**src/design/lbcd_pkg.sv**
```systemverilog
`timescale 1ns / 1ps
// ----------------------------------------------------------------------------
// lbcd_pkg: shared types and constants
// Operation codes, fixed field widths and the control bundles that pass
// between the sequencer, the slot store and the scan unit.
// ----------------------------------------------------------------------------
package lbcd_pkg;

   // fixed field widths of the request and response beats and of the stamps
   localparam int OP_W    = 2;
   localparam int BLOCK_W = 20;
   localparam int SLOT_W  = 6;
   localparam int STAMP_W = 32;

   // request operation codes
   localparam logic [OP_W-1:0] OP_READ  = 2'd0;
   localparam logic [OP_W-1:0] OP_WRITE = 2'd1;
   localparam logic [OP_W-1:0] OP_FLUSH = 2'd2;

   // write command into the slot store
   typedef struct packed {
      logic tag_we;
      logic stamp_we;
      logic valid_set;
      logic dirty_we;
      logic dirty_val;
   } lbcd_wr_type;

   // control of the shared compare unit
   typedef struct packed {
      logic clear;
      logic step;
   } lbcd_scan_ctl_type;

endpackage

```
**src/design/lbcd_store.sv**
```systemverilog
`timescale 1ns / 1ps
// ----------------------------------------------------------------------------
// lbcd_store: slot directory storage
// Tag and stamp memories with one write port and one registered read port,
// plus per-slot valid and dirty flags that reset clears.
// ----------------------------------------------------------------------------
module lbcd_store #(
   parameter int SLOTS    = 64,
   parameter int TAG_BITS = 20
) (
   input  logic                            clock,
   input  logic                            reset,
   input  logic [$clog2(SLOTS)-1:0]        rd_addr,
   output logic [TAG_BITS-1:0]             rd_tag_ff,
   output logic [lbcd_pkg::STAMP_W-1:0]    rd_stamp_ff,
   output logic                            rd_valid_ff,
   input  logic [$clog2(SLOTS)-1:0]        wr_addr,
   input  logic [TAG_BITS-1:0]             wr_tag,
   input  logic [lbcd_pkg::STAMP_W-1:0]    wr_stamp,
   input  lbcd_pkg::lbcd_wr_type           wr_cmd,
   output logic [SLOTS-1:0]                valid_vec,
   output logic [SLOTS-1:0]                dirty_vec
);
   import lbcd_pkg::*;

   logic [TAG_BITS-1:0] tag_mem   [SLOTS];
   logic [STAMP_W-1:0]  stamp_mem [SLOTS];
   logic [SLOTS-1:0]    valid_ff;
   logic [SLOTS-1:0]    dirty_ff;

   // write tag and stamp memories
   always_ff @(posedge clock) begin
      if (wr_cmd.tag_we) begin
         tag_mem[wr_addr] <= wr_tag;
      end
      if (wr_cmd.stamp_we) begin
         stamp_mem[wr_addr] <= wr_stamp;
      end
   end

   // registered read port
   always_ff @(posedge clock) begin
      rd_tag_ff   <= tag_mem[rd_addr];
      rd_stamp_ff <= stamp_mem[rd_addr];
      rd_valid_ff <= valid_ff[rd_addr];
   end

   // update valid and dirty flags
   always_ff @(posedge clock) begin
      if (reset) begin
         valid_ff <= '0;
         dirty_ff <= '0;
      end else begin
         if (wr_cmd.valid_set) begin
            valid_ff[wr_addr] <= 1'b1;
         end
         if (wr_cmd.dirty_we) begin
            dirty_ff[wr_addr] <= wr_cmd.dirty_val;
         end
      end
   end

   assign valid_vec = valid_ff;
   assign dirty_vec = dirty_ff;

endmodule

```
**src/design/lbcd_scan.sv**
```systemverilog
`timescale 1ns / 1ps
// ----------------------------------------------------------------------------
// lbcd_scan: shared slot compare unit
// Takes one slot per step and keeps the running tag match, the first free
// slot and the oldest valid slot (lowest index on equal stamps).
// ----------------------------------------------------------------------------
module lbcd_scan #(
   parameter int SLOTS    = 64,
   parameter int TAG_BITS = 20
) (
   input  logic                            clock,
   input  logic                            reset,
   input  lbcd_pkg::lbcd_scan_ctl_type     ctl,
   input  logic [$clog2(SLOTS)-1:0]        step_idx,
   input  logic                            step_valid,
   input  logic [TAG_BITS-1:0]             step_tag,
   input  logic [lbcd_pkg::STAMP_W-1:0]    step_stamp,
   input  logic [TAG_BITS-1:0]             req_tag,
   output logic                            hit_found_ff,
   output logic [$clog2(SLOTS)-1:0]        hit_idx_ff,
   output logic                            free_found_ff,
   output logic [$clog2(SLOTS)-1:0]        free_idx_ff,
   output logic [$clog2(SLOTS)-1:0]        best_idx_ff,
   output logic [TAG_BITS-1:0]             best_tag_ff
);
   import lbcd_pkg::*;

   logic               best_seen_ff;
   logic [STAMP_W-1:0] best_stamp_ff;
   logic               is_match;
   logic               is_older;

   // one tag compare and one stamp compare per step
   assign is_match = step_valid && (step_tag == req_tag);
   assign is_older = step_valid && (!best_seen_ff || (step_stamp < best_stamp_ff));

   // track hit, free slot and oldest slot
   always_ff @(posedge clock) begin
      if (reset || ctl.clear) begin
         hit_found_ff  <= 1'b0;
         free_found_ff <= 1'b0;
         best_seen_ff  <= 1'b0;
      end else if (ctl.step) begin
         if (is_match && !hit_found_ff) begin
            hit_found_ff <= 1'b1;
            hit_idx_ff   <= step_idx;
         end
         if (!step_valid && !free_found_ff) begin
            free_found_ff <= 1'b1;
            free_idx_ff   <= step_idx;
         end
         if (is_older) begin
            best_seen_ff  <= 1'b1;
            best_stamp_ff <= step_stamp;
            best_idx_ff   <= step_idx;
            best_tag_ff   <= step_tag;
         end
      end
   end

endmodule

```
**src/design/lru_block_cache_directory_top.sv**
```systemverilog
`timescale 1ns / 1ps
// ----------------------------------------------------------------------------
// lru_block_cache_directory_top: fully associative LRU write-back directory
// Sequencer, response register and access counter around the slot store
// and the shared compare unit.
// ----------------------------------------------------------------------------
// In a read or write lookup, from the accepted request beat to the loaded
// response beat, one compare unit walks the slots one per cycle through the
// single registered read port of the tag and stamp memories, the drain state
// finishes the compare of the last slot, and the result state settles the
// choice and updates the slot; a beat still waiting in the response register
// delays that last step. A flush walks the same port and stops in an output
// state at each dirty slot, and each flushed slot gives its own response
// beat; a flush with no dirty slot gives none, and operation 3 is taken and
// dropped. The next request is taken once the walk is done, while the last
// response beat may still wait for rsp_ready. No clearing pass follows
// reset.
// ----------------------------------------------------------------------------
module lru_block_cache_directory_top #(
   parameter int SLOTS    = 64,
   parameter int TAG_BITS = 20
) (
   input  logic                          clock,
   input  logic                          reset,
   input  logic                          req_valid,
   output logic                          req_ready,
   input  logic [lbcd_pkg::OP_W-1:0]     req_operation,
   input  logic [lbcd_pkg::BLOCK_W-1:0]  req_block_number,
   input  logic                          req_backing_has_data,
   output logic                          rsp_valid,
   input  logic                          rsp_ready,
   output logic [lbcd_pkg::SLOT_W-1:0]   rsp_slot,
   output logic                          rsp_hit,
   output logic                          rsp_fill,
   output logic                          rsp_write_back,
   output logic [lbcd_pkg::BLOCK_W-1:0]  rsp_victim_block,
   output logic                          rsp_last
);
   import lbcd_pkg::*;

   localparam int IDX_W = $clog2(SLOTS);
   localparam logic [IDX_W-1:0] LAST_IDX = IDX_W'(SLOTS - 1);

   localparam logic [2:0] S_IDLE    = 3'd0;
   localparam logic [2:0] S_SCAN    = 3'd1;
   localparam logic [2:0] S_DRAIN   = 3'd2;
   localparam logic [2:0] S_RESULT  = 3'd3;
   localparam logic [2:0] S_FL_SCAN = 3'd4;
   localparam logic [2:0] S_FL_OUT  = 3'd5;

   logic [2:0]          state_ff, state_in;
   logic [IDX_W-1:0]    idx_ff, idx_in;
   logic                cmp_vld_ff, cmp_vld_in;
   logic [IDX_W-1:0]    cmp_idx_ff;
   logic [OP_W-1:0]     op_ff;
   logic [TAG_BITS-1:0] req_tag_ff;
   logic                has_data_ff;
   logic [STAMP_W-1:0]  counter_ff;

   logic                rsp_valid_ff;
   logic [SLOT_W-1:0]   rsp_slot_ff;
   logic                rsp_hit_ff;
   logic                rsp_fill_ff;
   logic                rsp_wb_ff;
   logic [BLOCK_W-1:0]  rsp_victim_ff;
   logic                rsp_last_ff;

   logic [TAG_BITS-1:0] rd_tag;
   logic [STAMP_W-1:0]  rd_stamp;
   logic                rd_valid;
   logic [IDX_W-1:0]    wr_addr;
   logic [STAMP_W-1:0]  next_stamp;
   lbcd_wr_type         wr_cmd;
   logic [SLOTS-1:0]    valid_vec;
   logic [SLOTS-1:0]    dirty_vec;
   lbcd_scan_ctl_type   scan_ctl;

   logic                hit_found;
   logic [IDX_W-1:0]    hit_idx;
   logic                free_found;
   logic [IDX_W-1:0]    free_idx;
   logic [IDX_W-1:0]    best_idx;
   logic [TAG_BITS-1:0] best_tag;

   logic                req_fire;
   logic                out_free;
   logic                out_load;
   logic [IDX_W-1:0]    sel_idx;
   logic                sel_wb;
   logic                sel_fill;
   logic [SLOTS-1:0]    pend_rest;
   logic                fl_dirty;

   // slot storage
   lbcd_store #(
      .SLOTS    (SLOTS),
      .TAG_BITS (TAG_BITS)
   ) u_store (
      .clock       (clock),
      .reset       (reset),
      .rd_addr     (idx_ff),
      .rd_tag_ff   (rd_tag),
      .rd_stamp_ff (rd_stamp),
      .rd_valid_ff (rd_valid),
      .wr_addr     (wr_addr),
      .wr_tag      (req_tag_ff),
      .wr_stamp    (next_stamp),
      .wr_cmd      (wr_cmd),
      .valid_vec   (valid_vec),
      .dirty_vec   (dirty_vec)
   );

   // shared compare unit
   lbcd_scan #(
      .SLOTS    (SLOTS),
      .TAG_BITS (TAG_BITS)
   ) u_scan (
      .clock         (clock),
      .reset         (reset),
      .ctl           (scan_ctl),
      .step_idx      (cmp_idx_ff),
      .step_valid    (rd_valid),
      .step_tag      (rd_tag),
      .step_stamp    (rd_stamp),
      .req_tag       (req_tag_ff),
      .hit_found_ff  (hit_found),
      .hit_idx_ff    (hit_idx),
      .free_found_ff (free_found),
      .free_idx_ff   (free_idx),
      .best_idx_ff   (best_idx),
      .best_tag_ff   (best_tag)
   );

   // handshake terms
   assign req_ready = (state_ff == S_IDLE);
   assign req_fire  = req_valid && req_ready;
   assign out_free  = !rsp_valid_ff || rsp_ready;

   // lookup decision
   assign sel_idx    = hit_found ? hit_idx : (free_found ? free_idx : best_idx);
   assign sel_wb     = !hit_found && !free_found && dirty_vec[best_idx];
   assign sel_fill   = !hit_found && ((op_ff == OP_READ) || has_data_ff);
   assign next_stamp = counter_ff + STAMP_W'(1);

   // flush bookkeeping: dirty slots still left after this one
   assign fl_dirty  = valid_vec[idx_ff] && dirty_vec[idx_ff];
   assign pend_rest = valid_vec & dirty_vec & ~(SLOTS'(1) << idx_ff);

   assign scan_ctl.clear = req_fire;
   assign scan_ctl.step  = cmp_vld_ff;

   // sequencer
   always_comb begin
      state_in   = state_ff;
      idx_in     = idx_ff;
      cmp_vld_in = 1'b0;
      out_load   = 1'b0;
      wr_addr    = idx_ff;
      wr_cmd     = '0;
      unique case (state_ff)
         S_IDLE: begin
            idx_in = '0;
            if (req_fire) begin
               if (req_operation == OP_READ || req_operation == OP_WRITE) begin
                  state_in = S_SCAN;
               end else if (req_operation == OP_FLUSH) begin
                  state_in = S_FL_SCAN;
               end
            end
         end
         S_SCAN: begin
            cmp_vld_in = 1'b1;
            if (idx_ff == LAST_IDX) begin
               state_in = S_DRAIN;
            end else begin
               idx_in = idx_ff + IDX_W'(1);
            end
         end
         S_DRAIN: begin
            state_in = S_RESULT;
         end
         S_RESULT: begin
            wr_addr = sel_idx;
            if (out_free) begin
               out_load         = 1'b1;
               wr_cmd.stamp_we  = 1'b1;
               wr_cmd.tag_we    = !hit_found;
               wr_cmd.valid_set = !hit_found;
               wr_cmd.dirty_we  = !hit_found || (op_ff == OP_WRITE);
               wr_cmd.dirty_val = (op_ff == OP_WRITE);
               state_in         = S_IDLE;
            end
         end
         S_FL_SCAN: begin
            if (fl_dirty) begin
               state_in = S_FL_OUT;
            end else if (idx_ff == LAST_IDX) begin
               state_in = S_IDLE;
            end else begin
               idx_in = idx_ff + IDX_W'(1);
            end
         end
         S_FL_OUT: begin
            if (out_free) begin
               out_load         = 1'b1;
               wr_cmd.dirty_we  = 1'b1;
               wr_cmd.dirty_val = 1'b0;
               if (idx_ff == LAST_IDX) begin
                  state_in = S_IDLE;
               end else begin
                  idx_in   = idx_ff + IDX_W'(1);
                  state_in = S_FL_SCAN;
               end
            end
         end
         default: begin
            state_in = S_IDLE;
         end
      endcase
   end

   // hold control state
   always_ff @(posedge clock) begin
      if (reset) begin
         state_ff   <= S_IDLE;
         idx_ff     <= '0;
         cmp_vld_ff <= 1'b0;
         counter_ff <= '0;
      end else begin
         state_ff   <= state_in;
         idx_ff     <= idx_in;
         cmp_vld_ff <= cmp_vld_in;
         if (out_load && state_ff == S_RESULT) begin
            counter_ff <= next_stamp;
         end
      end
   end

   // capture request beat and align compare index with the read data
   always_ff @(posedge clock) begin
      cmp_idx_ff <= idx_ff;
      if (req_fire) begin
         op_ff       <= req_operation;
         req_tag_ff  <= TAG_BITS'(req_block_number);
         has_data_ff <= req_backing_has_data;
      end
   end

   // response register: load a beat, drop it once taken
   always_ff @(posedge clock) begin
      if (reset) begin
         rsp_valid_ff <= 1'b0;
      end else if (out_load) begin
         rsp_valid_ff <= 1'b1;
      end else if (rsp_ready) begin
         rsp_valid_ff <= 1'b0;
      end
   end

   always_ff @(posedge clock) begin
      if (out_load) begin
         if (state_ff == S_RESULT) begin
            rsp_slot_ff   <= SLOT_W'(sel_idx);
            rsp_hit_ff    <= hit_found;
            rsp_fill_ff   <= sel_fill;
            rsp_wb_ff     <= sel_wb;
            rsp_victim_ff <= sel_wb ? BLOCK_W'(best_tag) : '0;
            rsp_last_ff   <= 1'b1;
         end else begin
            rsp_slot_ff   <= SLOT_W'(idx_ff);
            rsp_hit_ff    <= 1'b0;
            rsp_fill_ff   <= 1'b0;
            rsp_wb_ff     <= 1'b1;
            rsp_victim_ff <= BLOCK_W'(rd_tag);
            rsp_last_ff   <= (pend_rest == '0);
         end
      end
   end

   assign rsp_valid        = rsp_valid_ff;
   assign rsp_slot         = rsp_slot_ff;
   assign rsp_hit          = rsp_hit_ff;
   assign rsp_fill         = rsp_fill_ff;
   assign rsp_write_back   = rsp_wb_ff;
   assign rsp_victim_block = rsp_victim_ff;
   assign rsp_last         = rsp_last_ff;

endmodule
```
**config.mk**
```make
export PLATFORM = sky130hd
export DESIGN_NAME = lru_block_cache_directory_top
export DESIGN_NICKNAME = d
export VERILOG_FILES = /design/src/design/lbcd_pkg.sv /design/src/design/lbcd_store.sv /design/src/design/lbcd_scan.sv /design/src/design/lru_block_cache_directory_top.sv
export SDC_FILE = /design/constraint.sdc
export NUM_CORES = 2
export LEC_CHECK = 0
export BUFFER_PORTS_ARGS = -buffer_cell sky130_fd_sc_hd__buf_2
export CELL_PAD_IN_SITES_DETAIL_PLACEMENT = 0
export CELL_PAD_IN_SITES_GLOBAL_PLACEMENT = 1
export CORE_AREA = 5 5 695 697
export DETAILED_ROUTE_END_ITERATION = 8
export DIE_AREA = 0 0 700 702
export GPL_TIMING_DRIVEN = 1
export PLACE_DENSITY = 0.53
export SYNTH_ARGS = -nofsm -noshare
export SYNTH_HDL_FRONTEND = slang
export SYNTH_HIERARCHICAL = 1
export SYNTH_SLANG_ARGS = --single-unit
```
**constraint.sdc**
```tcl
create_clock -name clock -period 10.9 [get_ports clock]
set_input_delay 2.725 -clock clock [delete_from_list [all_inputs] [get_ports clock]]
set_output_delay 2.725 -clock clock [all_outputs]
set_load 0.05 [all_outputs]
```
== Word level (Yosys, flattened, before mapping) ==
Memory sizes are Yosys's and may differ from the RTL's. A register that Yosys moved wholly into a read port is not among the register bits.
Index checks and enable logic that the tools add are counted.
Storage, ports and cells
  register bits after elaboration: 304
  input port bits: 27
  memory bits (writable): 3328
  output and inout port bits: 32
  memories: 2
  logic and storage cells: 136
Cells by class
  bitwise gates (word level): 5
  equal/unequal tests: 17
  multiplexer cells: 41
  reduce and logical (&&, ||, !) cells: 37
  add/subtract/negate cells: 2
  shifts and indexed selects: 1
  magnitude comparators: 5
Memories
  u_store.stamp_mem: words 64, bits a word 32, rd ports 1, clocked after memory_dff 1, write ports 1, RTL line lbcd_store.sv:27  | logic [STAMP_W-1:0] stamp_mem [SLOTS];
  u_store.tag_mem: words 64, bits a word 20, rd ports 1, clocked after memory_dff 1, write ports 1, RTL line lbcd_store.sv:26  | logic [TAG_BITS-1:0] tag_mem [SLOTS];
Operator list (number)
  64-bit AND: 2
  64-bit bitwise mux: 1
  64-bit zero test: 1
  64-bit inverter: 1
  64-bit bitwise OR: 1
  1-bit by 6-bit left shift with 64-bit output (first input constant): 1
  20-bit two-way mux: 2
  6-bit two-way mux: 6
  32-bit by 1-bit adder with 32-bit output (second input constant): 1
  32-bit < comparator: 1
  3-bit two-way mux: 10
  6-bit case mux with 4 select lines: 1
  6-bit by 7-bit < comparator with 1-bit output (second input constant): 3
  20-bit equality test: 1
  1-bit binary-select mux with 6-bit select: 3
  3-bit case mux with 6 select lines: 1
  1-bit two-way mux: 13
  3-bit AND reduction: 4
  1-bit logical AND: 11
  2-bit != test (second input constant): 4
  6-bit by 1-bit adder with 6-bit output (second input constant): 1
  1-bit demux with 6-bit select: 1
  3-bit by 2-bit equality test with 1-bit output (second input constant): 2
  3-bit equality test (second input constant): 2
  other kinds (21): 34

== Logic depth before layout (Yosys ltp) ==
  word-level depth: 8
  mapped depth: 14
  mapped depth without buffers: 10

== Modules after synthesis ==
The synthesis kept the hierarchy.
Modules (own cells, without submodules)
  lbcd_store: cells an instance 6031, sequential area each 103559.3 µm², area an instance 132226.8 µm², instances 1
  lru_block_cache_directory_top: cells an instance 735, sequential area each 2572.5 µm², area an instance 6732.7 µm², instances 1
  lbcd_scan: cells an instance 223, sequential area each 2162.1 µm², area an instance 3231.8 µm², instances 1

== Worst setup path before layout ==
Ideal clock, no wire load.
  path kind: input port to flip-flop
  start point: in req_valid
  end point: reg u_scan.best_idx_ff[0] (enable)
  path slack: 3.798 ns
  required time: 10.407 ns
  library setup time: 0.493 ns
  data arrival time: 6.609 ns
  stages on the path: 6
  buffers on the path: 0
  cell sequence: and2_1 -> nor2_1 -> and3_1 -> o211a_1 -> o211ai_1 -> a21oi_1
On the way
  cells in the longest elaborated chain, start to end: 4
Ends and longest elaborated chain
  start: declaration: RTL line lru_block_cache_directory_top.sv:25  | input logic req_valid,
  1-bit logical AND: RTL line lru_block_cache_directory_top.sv:136  | assign req_fire = req_valid && req_ready;
  1-bit logical OR: RTL line lbcd_scan.sv:39  | if (reset || ctl.clear) begin
  1-bit inverter (no line)
  3-bit AND reduction (no line)
  end signal: assignment: RTL line lbcd_scan.sv:55  | best_idx_ff <= step_idx;
  end: declaration: RTL line lbcd_scan.sv:23  | output logic [$clog2(SLOTS)-1:0] best_idx_ff,
No other way between the ends.
A chain may end at the register's enable or synchronous reset.

== Worst setup path in the final report ==
  start point: in req_valid
  end point: reg u_scan.best_tag_ff[19] (enable)
On the way
  cells in the longest elaborated chain, start to end: 4
Ends and longest elaborated chain
  1-bit logical AND: RTL line lru_block_cache_directory_top.sv:136
  net req_fire: RTL line lru_block_cache_directory_top.sv:85  | logic req_fire;
  1-bit logical OR: RTL line lbcd_scan.sv:39
  1-bit inverter (no line)
  3-bit AND reduction (no line)
  end signal: assignment: RTL line lbcd_scan.sv:56  | best_tag_ff <= step_tag;
  end: declaration: RTL line lbcd_scan.sv:24  | output logic [TAG_BITS-1:0] best_tag_ff
The timed path passes the listed nets, and every way through them passes these cells.

==> impl_metrics.env <==
export IMPL_wl_per_cell_um=30.4
export IMPL_vdd_drop_max_uv=142
export IMPL_yosys_area_share_simple=0.0312
export IMPL_synth_distinct_cells=73
export IMPL_worst_pin_slew_ns=1.34
export IMPL_max_slew_margin=0.102
export IMPL_final_cell_mix="edfxtp_1, mux4_2, clkbuf_16"
export IMPL_synth_nets=7054
export IMPL_die_area_sq_mm=0.491
export IMPL_wl_mm=420
export IMPL_critPathArrivalTime_ns=5.91
export IMPL_cts_setup_buffers=0
export IMPL_first_pass_iters=6
export IMPL_layout_commonest_cell="edfxtp_1"
export IMPL_hp_class="register to register"
export IMPL_power_uw=31600
export IMPL_synth_enable_flop_cells=3451
export IMPL_power_frac_comb=0.101
export IMPL_drt_iter0_drc=8129
export IMPL_power_density_mw_per_mm2=194
export IMPL_crit_top_cell="buf_4"
export IMPL_cts_resized=0
export IMPL_cellLeakagePower_uw=0.0511
export IMPL_synth_top_cell_by_area="edfxtp_1"
export IMPL_final_max_slew_viol_count=0
export IMPL_synth_fa_ha_area_frac=0.00334
export IMPL_ys_top_cells_by_area="edfxtp_1, mux4_2, dfxtp_1"
export IMPL_maxCapViolations=0
export IMPL_crit_type="input port to register"
export IMPL_syn_area_sq_mm=0.142
export IMPL_r2r_setup_slack_ns=5.80
export IMPL_clockPowerShare=0.401
export IMPL_finClkSkew_ns=0.0611
export IMPL_synth_compound_area_frac=0.0396
export IMPL_finalCriticalPeriod_ns=5.34
export IMPL_synth_seq_cells=3684
export IMPL_viasPerCell=5.17
export IMPL_io_buffers=58
export IMPL_syn2layout_area_growth_pct=14.4
export IMPL_path_delay_family="compound AO/OA/AOI/OAI gates"
export IMPL_critPathBufInv=3
export IMPL_ctsRootBufferMaster="clkbuf_16"
export IMPL_required_ns=11.47
export IMPL_seqPwrFrac=0.498
export IMPL_core_sq_mm=0.476
export IMPL_cp_slowest_stage_delay_ns=0.99
export IMPL_path_cells="buf_2 -> and2_2 -> buf_4 -> nor2_1 -> and3_1 -> o211a_1 -> o211ai_1 -> a21oi_4 -> buf_4"
export IMPL_fin_setup_tns_ns=0
export IMPL_fmax_mhz=187
export IMPL_die_h_um=702
export IMPL_num_rows=254
export IMPL_regArea_sq_mm=0.108
export IMPL_finalSetupViolations=0
export IMPL_synth_async_reset_ratio=0
export IMPL_hold_viol_final=0
export IMPL_grt_pass1_wl_mm=582
export IMPL_yosys_warnings=6
export IMPL_synth_seq_area_share=0.762
export IMPL_layout_drive_gt1_share=0.240
export IMPL_drc_errors=0
export IMPL_status="finished, final reports clean"
export IMPL_place_congestion=0.842
export IMPL_synth_top_area_frac=0.729
export IMPL_multiInputGateArea_sq_mm=0.0324
export IMPL_die_x_um=700
export IMPL_clock_latency_ns=0.98
export IMPL_grt_overflow=0
export IMPL_synth_top_family_by_area="multiplexers"
export IMPL_syn_inst=6989
export IMPL_ys_flop_type="edfxtp_1"
export IMPL_htree_levels=5
export IMPL_synthMuxAreaShare=0.145
export IMPL_cts_hold_buf=0
export IMPL_tritoncts="yes"
export IMPL_grt_max_degree=118
export IMPL_cpMaxStageDelayCell="a21oi_4"
export IMPL_period_share=0.490
export IMPL_cts_buffer_depth=4
export IMPL_vias=71300
export IMPL_rsz0062_at_grt="false"
export IMPL_cp_start_kind="input port"
export IMPL_sw_frac_of_total=0.237
export IMPL_start_util=0.298
export IMPL_critPathCaptureType="register"
export IMPL_drtAntennaViolNets=0
export IMPL_antenna_found_initial=36
export IMPL_cts_inserted_buffers=379
export IMPL_cts_sink_count=3684
export IMPL_fill_cells=44300
export IMPL_cts_clk_slew_worst_paths_ns=0.06
export IMPL_synth_xor_area_share=0.00419
export IMPL_power_switching_uw=7490
export IMPL_io_pins=59
export IMPL_track_usage=0.166
export IMPL_syn_area_per_cell_sq_um=20.3
export IMPL_internal_power_uw=24100
export IMPL_cp_max_fo=33
export IMPL_grt_pass1_vias=71600
export IMPL_dp_final_hpwl_mm=250
export IMPL_nNetsFinal=7273
[kinds of logic after synthesis]
logic type      after synthesis
buf+inv                     466
xor+xnor                     68
mux                         958
simple gates                932
compound gates              843
fa+ha+maj                    38
flops                      3684
[power groups by stage]
| stage | clock [uW] | sequential (uW) | combinational [uW] |
|---|---|---|---|
| 2_1_floorplan | 0 | 16100 | 2150 |
| 3_3_place_gp | 0 | 16000 | 3280 |
| 3_5_place_dp | 0 | 16000 | 3310 |
| 4_1_cts | 13000 | 15700 | 3310 |
| 5_1_grt | 13600 | 15700 | 3430 |
| 6_report | 12700 | 15700 | 3200 |
[registers in the layout, indices dropped and copies added, names as in the netlist, 20 cells and up]
name / count
u_store/stamp_mem: 2048
u_scan/best_tag_ff: 20
u_store/dirty_vec: 64
counter_ff: 32
rsp_victim_block: 20
u_store/valid_vec: 64
u_store/rd_stamp_ff: 32
u_store/rd_tag_ff: 20
u_store/tag_mem: 1280
u_scan/best_stamp_ff: 32
req_tag_ff: 20
[path summary, 6_finish.rpt]
| kind | start | endpoint | cells past startpoint |
|---|---|---|---|
| worst min-delay path | u_store/rd_stamp_ff[0]$_DFF_P_ | u_scan/best_stamp_ff[0]$_DFFE_PP_ | 0 |
| worst max register to register | state_ff[1]$_SDFFE_PP0P_ | u_store/tag_mem[43][14]$_DFFE_PP_ | 8 |
| worst max-delay path | req_valid | u_scan/best_tag_ff[19]$_DFFE_PP_ | 9 |
| worst min register to register | u_store/rd_stamp_ff[0]$_DFF_P_ | u_scan/best_stamp_ff[0]$_DFFE_PP_ | 0 |
[through the flow]
step	std cells	hold WS, ns	setup slack, ns	instance area, sq um	util
after global routing	13800	0.434	5.45	163000	0.341
after global placement	13100	0.415	4.60	151000	0.316
after floorplan	6989	0.355	3.80	142000	-
after detailed placement	13100	0.419	4.58	151000	0.316
after CTS	13800	0.429	5.61	163000	0.341
final	13800	0.428	5.56	163000	0.341
[layer usage]
layer | part of all wire | wire, um | track usage | up-vias
met5 | 0 | 0 | 0 | -
met1 | 0.42 | 176000 | 0.225 | 39000
li1 | - | - | - | 29500
met2 | 0.50 | 208000 | 0.280 | 2319
met4 | 0.031 | 12800 | 0.0484 | 0
met3 | 0.055 | 23100 | 0.0221 | 541
[worst reg2reg max path, stage by stage (launching register included)]
cell	delay [ns]
dfxtp_1	0.53
inv_2	0.14
nor2_1	0.31
nand2_2	0.07
buf_4	0.32
o21ai_1	0.80
nand3b_1	0.41
nor2_1	1.04
and2_1	1.05
[cell type report]
cell class / instances / area share
sequential: 3684 / 0.666
multi-input combinational: 2839 / 0.199
clock buffer: 489 / 0.0626
tap: 6272 / 0.0482
timing repair buffer: 261 / 0.0120
clock inverter: 199 / 0.0113
inverter: 43 / 0.00100
antenna: 14 / 0.000215
[Yosys cell counts (50+ instances only)]
| library cell | instances |
|---|---|
| edfxtp_1 | 3451 |
| mux4_2 | 872 |
| a21oi_1 | 323 |
| nand2_1 | 274 |
| nor2_1 | 269 |
| dfxtp_1 | 233 |
| clkbuf_1 | 222 |
| and2_1 | 138 |
| o22ai_1 | 117 |
| a221oi_1 | 112 |
| buf_2 | 106 |
| a22o_1 | 93 |
| nand3_1 | 81 |
| mux2i_1 | 78 |
| a22oi_1 | 77 |
| buf_4 | 50 |
| o221ai_1 | 50 |
Power figures use the tool's default switching activity.
